==> src/hw/rtl/dq_pkg.sv <==
// Package for the double-ended queue: opcodes, status codes, data width and default depth.
// Used by the top level, the entry RAM and the port checker. No dependencies.
package dq_pkg;

    localparam int DATA_W        = 32;
    localparam int DEPTH_DEFAULT = 16;

    typedef enum logic [1:0] {
        OP_PUSH_FRONT = 2'd0,
        OP_PUSH_BACK  = 2'd1,
        OP_POP_FRONT  = 2'd2,
        OP_POP_BACK   = 2'd3
    } t_opcode;

    typedef enum logic [1:0] {
        ST_OK    = 2'd0,
        ST_EMPTY = 2'd1,
        ST_FULL  = 2'd2
    } t_status;

    // Value returned by every push and by a pop that finds nothing.
    localparam logic signed [DATA_W-1:0] EMPTY_VALUE = '1;

endpackage

==> src/hw/rtl/double_ended_queue.sv <==
// Top level of the bounded double-ended queue: ring store addressed by head index and count.
// Depends on dq_pkg and dq_ram.
//
//   channel   direction  handshake           payload
//   request   in         i_valid / o_ready   i_opcode, i_push_value
//   result    out        o_valid / i_ready   o_pop_value, o_status, o_is_empty
//
// One transaction is accepted per cycle while no waiting result is stalled; its result is shown on the next cycle.
// Each item makes at most one access to the single-port entry RAM, which sets the rate.
// Reset clears head index and count; the store itself is not cleared.
// A result waiting on i_ready blocks new requests only if it is not taken that cycle.
module double_ended_queue #(
    parameter int DEPTH = dq_pkg::DEPTH_DEFAULT
) (
    input  logic                              i_clk,
    input  logic                              i_rst_n,
    input  logic                              i_valid,
    output logic                              o_ready,
    input  logic [1:0]                        i_opcode,
    input  logic signed [dq_pkg::DATA_W-1:0]  i_push_value,
    output logic                              o_valid,
    input  logic                              i_ready,
    output logic signed [dq_pkg::DATA_W-1:0]  o_pop_value,
    output logic [1:0]                        o_status,
    output logic                              o_is_empty
);
    import dq_pkg::*;

    localparam int AW = (DEPTH > 1) ? $clog2(DEPTH) : 1;
    localparam int CW = $clog2(DEPTH + 1);

    logic [AW-1:0] r_head, n_head;
    logic [CW-1:0] r_count, n_count;
    logic          r_out_valid;
    logic          r_use_mem, n_use_mem;
    t_status       r_status, n_status;
    logic          r_is_empty;

    logic          accept;
    t_opcode       op;
    logic          is_full, is_zero;
    logic [AW-1:0] head_dec, head_inc, back_pos;
    logic [CW-1:0] back_off;
    logic [AW:0]   back_sum;
    logic          wr_en, rd_en;
    logic [AW-1:0] addr;
    logic [DATA_W-1:0] rd_data;

    assign o_ready = !r_out_valid || i_ready;
    assign accept  = i_valid && o_ready;
    assign op      = t_opcode'(i_opcode);

    assign is_full  = (r_count == CW'(DEPTH));
    assign is_zero  = (r_count == '0);
    assign head_dec = (r_head == '0) ? AW'(DEPTH - 1) : r_head - 1'b1;
    assign head_inc = (r_head == AW'(DEPTH - 1)) ? '0 : r_head + 1'b1;

    // Back position: head plus count for a push, head plus count minus one for a pop.
    assign back_off = (op == OP_POP_BACK) ? r_count - 1'b1 : r_count;
    assign back_sum = (AW + 1)'(r_head) + (AW + 1)'(back_off);
    assign back_pos = (back_sum >= (AW + 1)'(DEPTH)) ? AW'(back_sum - (AW + 1)'(DEPTH))
                                                     : AW'(back_sum);

    always_comb begin
        n_head    = r_head;
        n_count   = r_count;
        n_status  = ST_OK;
        n_use_mem = 1'b0;
        wr_en     = 1'b0;
        rd_en     = 1'b0;
        addr      = back_pos;
        case (op)
            OP_PUSH_FRONT: begin
                if (is_full) begin
                    n_status = ST_FULL;
                end else begin
                    n_head  = head_dec;
                    n_count = r_count + 1'b1;
                    addr    = head_dec;
                    wr_en   = accept;
                end
            end
            OP_PUSH_BACK: begin
                if (is_full) begin
                    n_status = ST_FULL;
                end else begin
                    n_count = r_count + 1'b1;
                    wr_en   = accept;
                end
            end
            OP_POP_FRONT: begin
                if (is_zero) begin
                    n_status = ST_EMPTY;
                end else begin
                    n_head    = head_inc;
                    n_count   = r_count - 1'b1;
                    addr      = r_head;
                    rd_en     = accept;
                    n_use_mem = 1'b1;
                end
            end
            OP_POP_BACK: begin
                if (is_zero) begin
                    n_status = ST_EMPTY;
                end else begin
                    n_count   = r_count - 1'b1;
                    rd_en     = accept;
                    n_use_mem = 1'b1;
                end
            end
            default: begin
                n_status = ST_OK;
            end
        endcase
    end

    always_ff @(posedge i_clk) begin
        if (!i_rst_n) begin
            r_head      <= '0;
            r_count     <= '0;
            r_out_valid <= 1'b0;
        end else begin
            if (accept) begin
                r_head  <= n_head;
                r_count <= n_count;
            end
            if (accept) begin
                r_out_valid <= 1'b1;
            end else if (i_ready) begin
                r_out_valid <= 1'b0;
            end
        end
    end

    always_ff @(posedge i_clk) begin
        if (accept) begin
            r_status   <= n_status;
            r_use_mem  <= n_use_mem;
            r_is_empty <= (n_count == '0);
        end
    end

    dq_ram #(
        .DEPTH (DEPTH),
        .AW    (AW)
    ) u_ram (
        .i_clk     (i_clk),
        .i_wr_en   (wr_en),
        .i_rd_en   (rd_en),
        .i_addr    (addr),
        .i_wr_data (i_push_value),
        .o_rd_data (rd_data)
    );

    assign o_valid     = r_out_valid;
    assign o_pop_value = r_use_mem ? $signed(rd_data) : EMPTY_VALUE;
    assign o_status    = r_status;
    assign o_is_empty  = r_is_empty;

endmodule

==> src/hw/rtl/dq_ram.sv <==
// Single-port entry store for the queue, one access per cycle, registered read data.
// Depends on dq_pkg for the data width.
module dq_ram #(
    parameter int DEPTH = dq_pkg::DEPTH_DEFAULT,
    parameter int AW    = 4
) (
    input  logic                          i_clk,
    input  logic                          i_wr_en,
    input  logic                          i_rd_en,
    input  logic [AW-1:0]                 i_addr,
    input  logic [dq_pkg::DATA_W-1:0]     i_wr_data,
    output logic [dq_pkg::DATA_W-1:0]     o_rd_data
);
    import dq_pkg::*;

    logic [DATA_W-1:0] r_mem [DEPTH];
    logic [DATA_W-1:0] r_rd_data;

    always_ff @(posedge i_clk) begin
        if (i_wr_en) begin
            r_mem[i_addr] <= i_wr_data;
        end
    end

    // The read register holds its value until the next read, so a waiting
    // result keeps its data without a copy elsewhere.
    always_ff @(posedge i_clk) begin
        if (i_rd_en) begin
            r_rd_data <= r_mem[i_addr];
        end
    end

    assign o_rd_data = r_rd_data;

endmodule

==> config.mk <==
export PLATFORM = sky130hd
export DESIGN_NAME = double_ended_queue
export DESIGN_NICKNAME = d
export VERILOG_FILES = /design/src/hw/rtl/dq_pkg.sv /design/src/hw/rtl/double_ended_queue.sv /design/src/hw/rtl/dq_ram.sv
export SDC_FILE = /design/constraint.sdc
export NUM_CORES = 1
export LEC_CHECK = 0
export BUFFER_PORTS_ARGS = -buffer_cell sky130_fd_sc_hd__buf_2
export CORE_ASPECT_RATIO = 1.5
export CORE_UTILIZATION = 55
export CTS_CLUSTER_DIAMETER = 50
export DETAILED_ROUTE_END_ITERATION = 8
export PLACE_DENSITY = 0.68
export SLEW_MARGIN = 25
export SYNTH_ARGS = -nofsm -noshare
export SYNTH_HDL_FRONTEND = slang
export SYNTH_SLANG_ARGS = --single-unit
==> constraint.sdc <==
create_clock -name i_clk -period 13.6 [get_ports i_clk]
set_input_delay 1.36 -clock i_clk [delete_from_list [all_inputs] [get_ports i_clk]]
set_output_delay 1.36 -clock i_clk [all_outputs]
set_load 0.01 [all_outputs]
==> run summary <==
worst min path class: flop to flop
Antenna diodes: 0
Antenna Violating Nets Remaining: 0
CP max stage cell: buf_4
overall power: 4.30 mW
Max VDD drop: 106 uV
Via density: 6.74
DRC: 0
post-synthesis sequential area ratio: 71.1%
placed insts: 1980
most frequent cells in the layout: edfxtp_1, and3_1, buf_2, mux2i_1, a221oi_1
Synth Flop Type: edfxtp_1
CP most frequent cell: buf_4
Critical Path Start Type: input pin
Async SR Flop Fraction: 0%
most common cell after layout, fill and taps aside: edfxtp_1
Post-Syn Area per Cell: 16.1 um2
synthesized flop and latch total: 558
first drt pass iteration count: 5
Routed wire per std cell: 27.9 um
initial antenna violation count: 1
minimum clock period: 5.69 ns
kind of end point of the critical path: flop
Max Slew Vio Count: 0
post-route setup TNS: 0 ns
status: completed
core area: 42000 um2
final count of negative-setup-slack endpoints: 0
crit path cell chain: buf_2 -> nand2_1 -> xnor2_1 -> ha_1 -> inv_1 -> fa_1 -> a32oi_1 -> o211a_4 -> buf_4 -> buf_4 -> a221oi_1 -> a2111o_1 -> nand4_1
largest family of logic cells by synthesized area: compound AO/OA/AOI/OAI gates
Site Rows: 92
Leak: 8.62 nW
Critical Path AT: 6.12 ns
max-cap viol count: 0
CTS tree: built
dpl hpwl: 30600 um
gpl congestion: 0.803
largest net degree at the start of global routing: 99
post-synthesis mux area share: 5.90%
simple-gate area share of the yosys netlist: 6.98%
Slew HR: 31.5%
area grow syn2layout: 10.6%
share of cells above drive strength 1: 17.3%
Hold Fails Final Rpt: 0
EDFF count, synth: 548
# fillers: 3063
synthesized-area fraction occupied by adder cells: 0.513%
CTS-repair resized insts: 0
Syn Nets: 1499
Synth warnings: 0
Root Buffer: clkbuf_16
layout net count: 1517
port bufs: 74
Clock Skews: 0.0124 ns
Initial Utilization: 55.8%
Ports: 75
Die Y: 255 um
clock slew at reported path FFs: 0.06 ns
Worst Tran Pin Value: 1.03 ns
H-tree depth: 2
crit-path max FO: 88
compound-cell area share of the yosys netlist: 12.1%
max frequency: 176 MHz
first-pass GRT wire length: 86900 um
clk buf depth: 3
critical path class: input pin to flop
Sink Count: 558
power per cell area: 166 nW/um2
Final period util: 41.8%
CTS Hold Bufs: 0
Die Wd: 171 um
non-filler cells in the finished layout: 2071
Total Routing Usage GR: 27.1%
number of global-route vias before repair: 13.9k
postcts setup bufs: 0
drt total wl: 57700 um
Synth Cell Area: 23400 um2
later-pin clock latency in the skew report: 0.57 ns
Vias: 14.0k
First DRT Iteration DRCs: 1386
highest cell delay on the worst timing path: 0.87 ns
total gr overflow: 0
WP data required: 14.03 ns
Syn Inst Count: 1452
CTS buffer count: 51
Netlist cell types: 57
Die ar.: 43400 um2
RSZ-0062 raised after global routing: no
Synth Area in XOR/XNOR: 0.507%
-- flip-flops by register name, indices dropped and copies added (netlist names) --
name,count
u_ram.r_mem,512
u_ram.o_rd_data,32
r_count,5
r_head,4
o_status,2
o_is_empty,1
o_valid,1
r_use_mem,1
-- Yosys cell counts, types with 10 or more instances --
master / instances / area (um2)
nand2_1: 21 / 78.8
mux2i_1: 66 / 661
inv_1: 14 / 52.6
a221o_1: 64 / 641
buf_2: 12 / 60.1
edfxtp_1: 548 / 16500
dfxtp_1: 10 / 200
clkbuf_1: 114 / 428
nand4_1: 34 / 213
and3_1: 128 / 801
nand2b_1: 36 / 225
nor2_1: 33 / 124
a2111o_1: 64 / 721
a221oi_1: 65 / 569
o2111ai_1: 64 / 561
mux2_2: 64 / 721
-- power by group --
group	internal (mW)	switching, mW
Clock	0.728	0.604
Combinational	0.332	0.641
Sequential	1.97	0.0209
Total	3.03	1.27
-- final timing paths --
path | to | slack (ns) | cells past startpoint | from
max | u_ram.o_rd_data[16] | 7.91 | 13 | i_opcode[1]
min | o_valid | 0.54 | 2 | o_valid
max reg2reg | u_ram.o_rd_data[16] | 8.13 | 12 | r_count[0]
min reg2reg | o_valid | 0.54 | 2 | o_valid
-- through the flow --
stage / worst slack (ns) / hold slack (ns) / instance area, um2 / util (%)
finish: 7.91 / 0.539 / 25900 / 61.7
global route: 7.62 / 0.586 / 25900 / 61.7
detailed placement: 7.41 / 0.539 / 24400 / 58.0
global placement: 7.56 / 0.511 / 24300 / 57.8
floorplan: 7.78 / 0.545 / 23400 / -
CTS: 8.01 / 0.549 / 25900 / 61.6
-- per-layer routing --
| metal | vias up | track usage [%] | wire length (um) |
|---|---|---|---|
| met5 | - | 0 | 0 |
| met2 | 618 | 45.8 | 29300 |
| met3 | 109 | 4.39 | 4210 |
| met4 | 0 | 9.50 | 1630 |
| li1 | 6085 | - | - |
| met1 | 7145 | 35.4 | 22600 |
-- critical path, delay by kind of cell --
family                     cells  cell delay [ns]
buffers and inverters          4             2.01
AOI/OAI and AO/OA              4             1.46
adders and majority gates      2             0.69
and+or+nand+nor                2             0.27
xor gates and xnor gates       1             0.18
-- logic make-up (layout without fill, tap and decap cells) --
logic type	after synthesis	count (layout)
xor gates and xnor gates	12	12
muxes	130	130
adders and majority gates	9	9
and+or+nand+nor	280	280
buffers and inverters	157	212
DFF	558	558
AOI/OAI and AO/OA	306	306
-- layout make-up --
cell class	count	area, um2	area share (%)
repair buffers	107	696	2.69
clock inverters	23	126	0.488
clock buffers	67	1380	5.32
multi-input cells	737	6290	24.3
inverters	15	56.3	0.217
well taps	564	706	2.72
flip-flops and latches	558	16700	64.3
No activity file was read; power rests on OpenSTA's default activity.
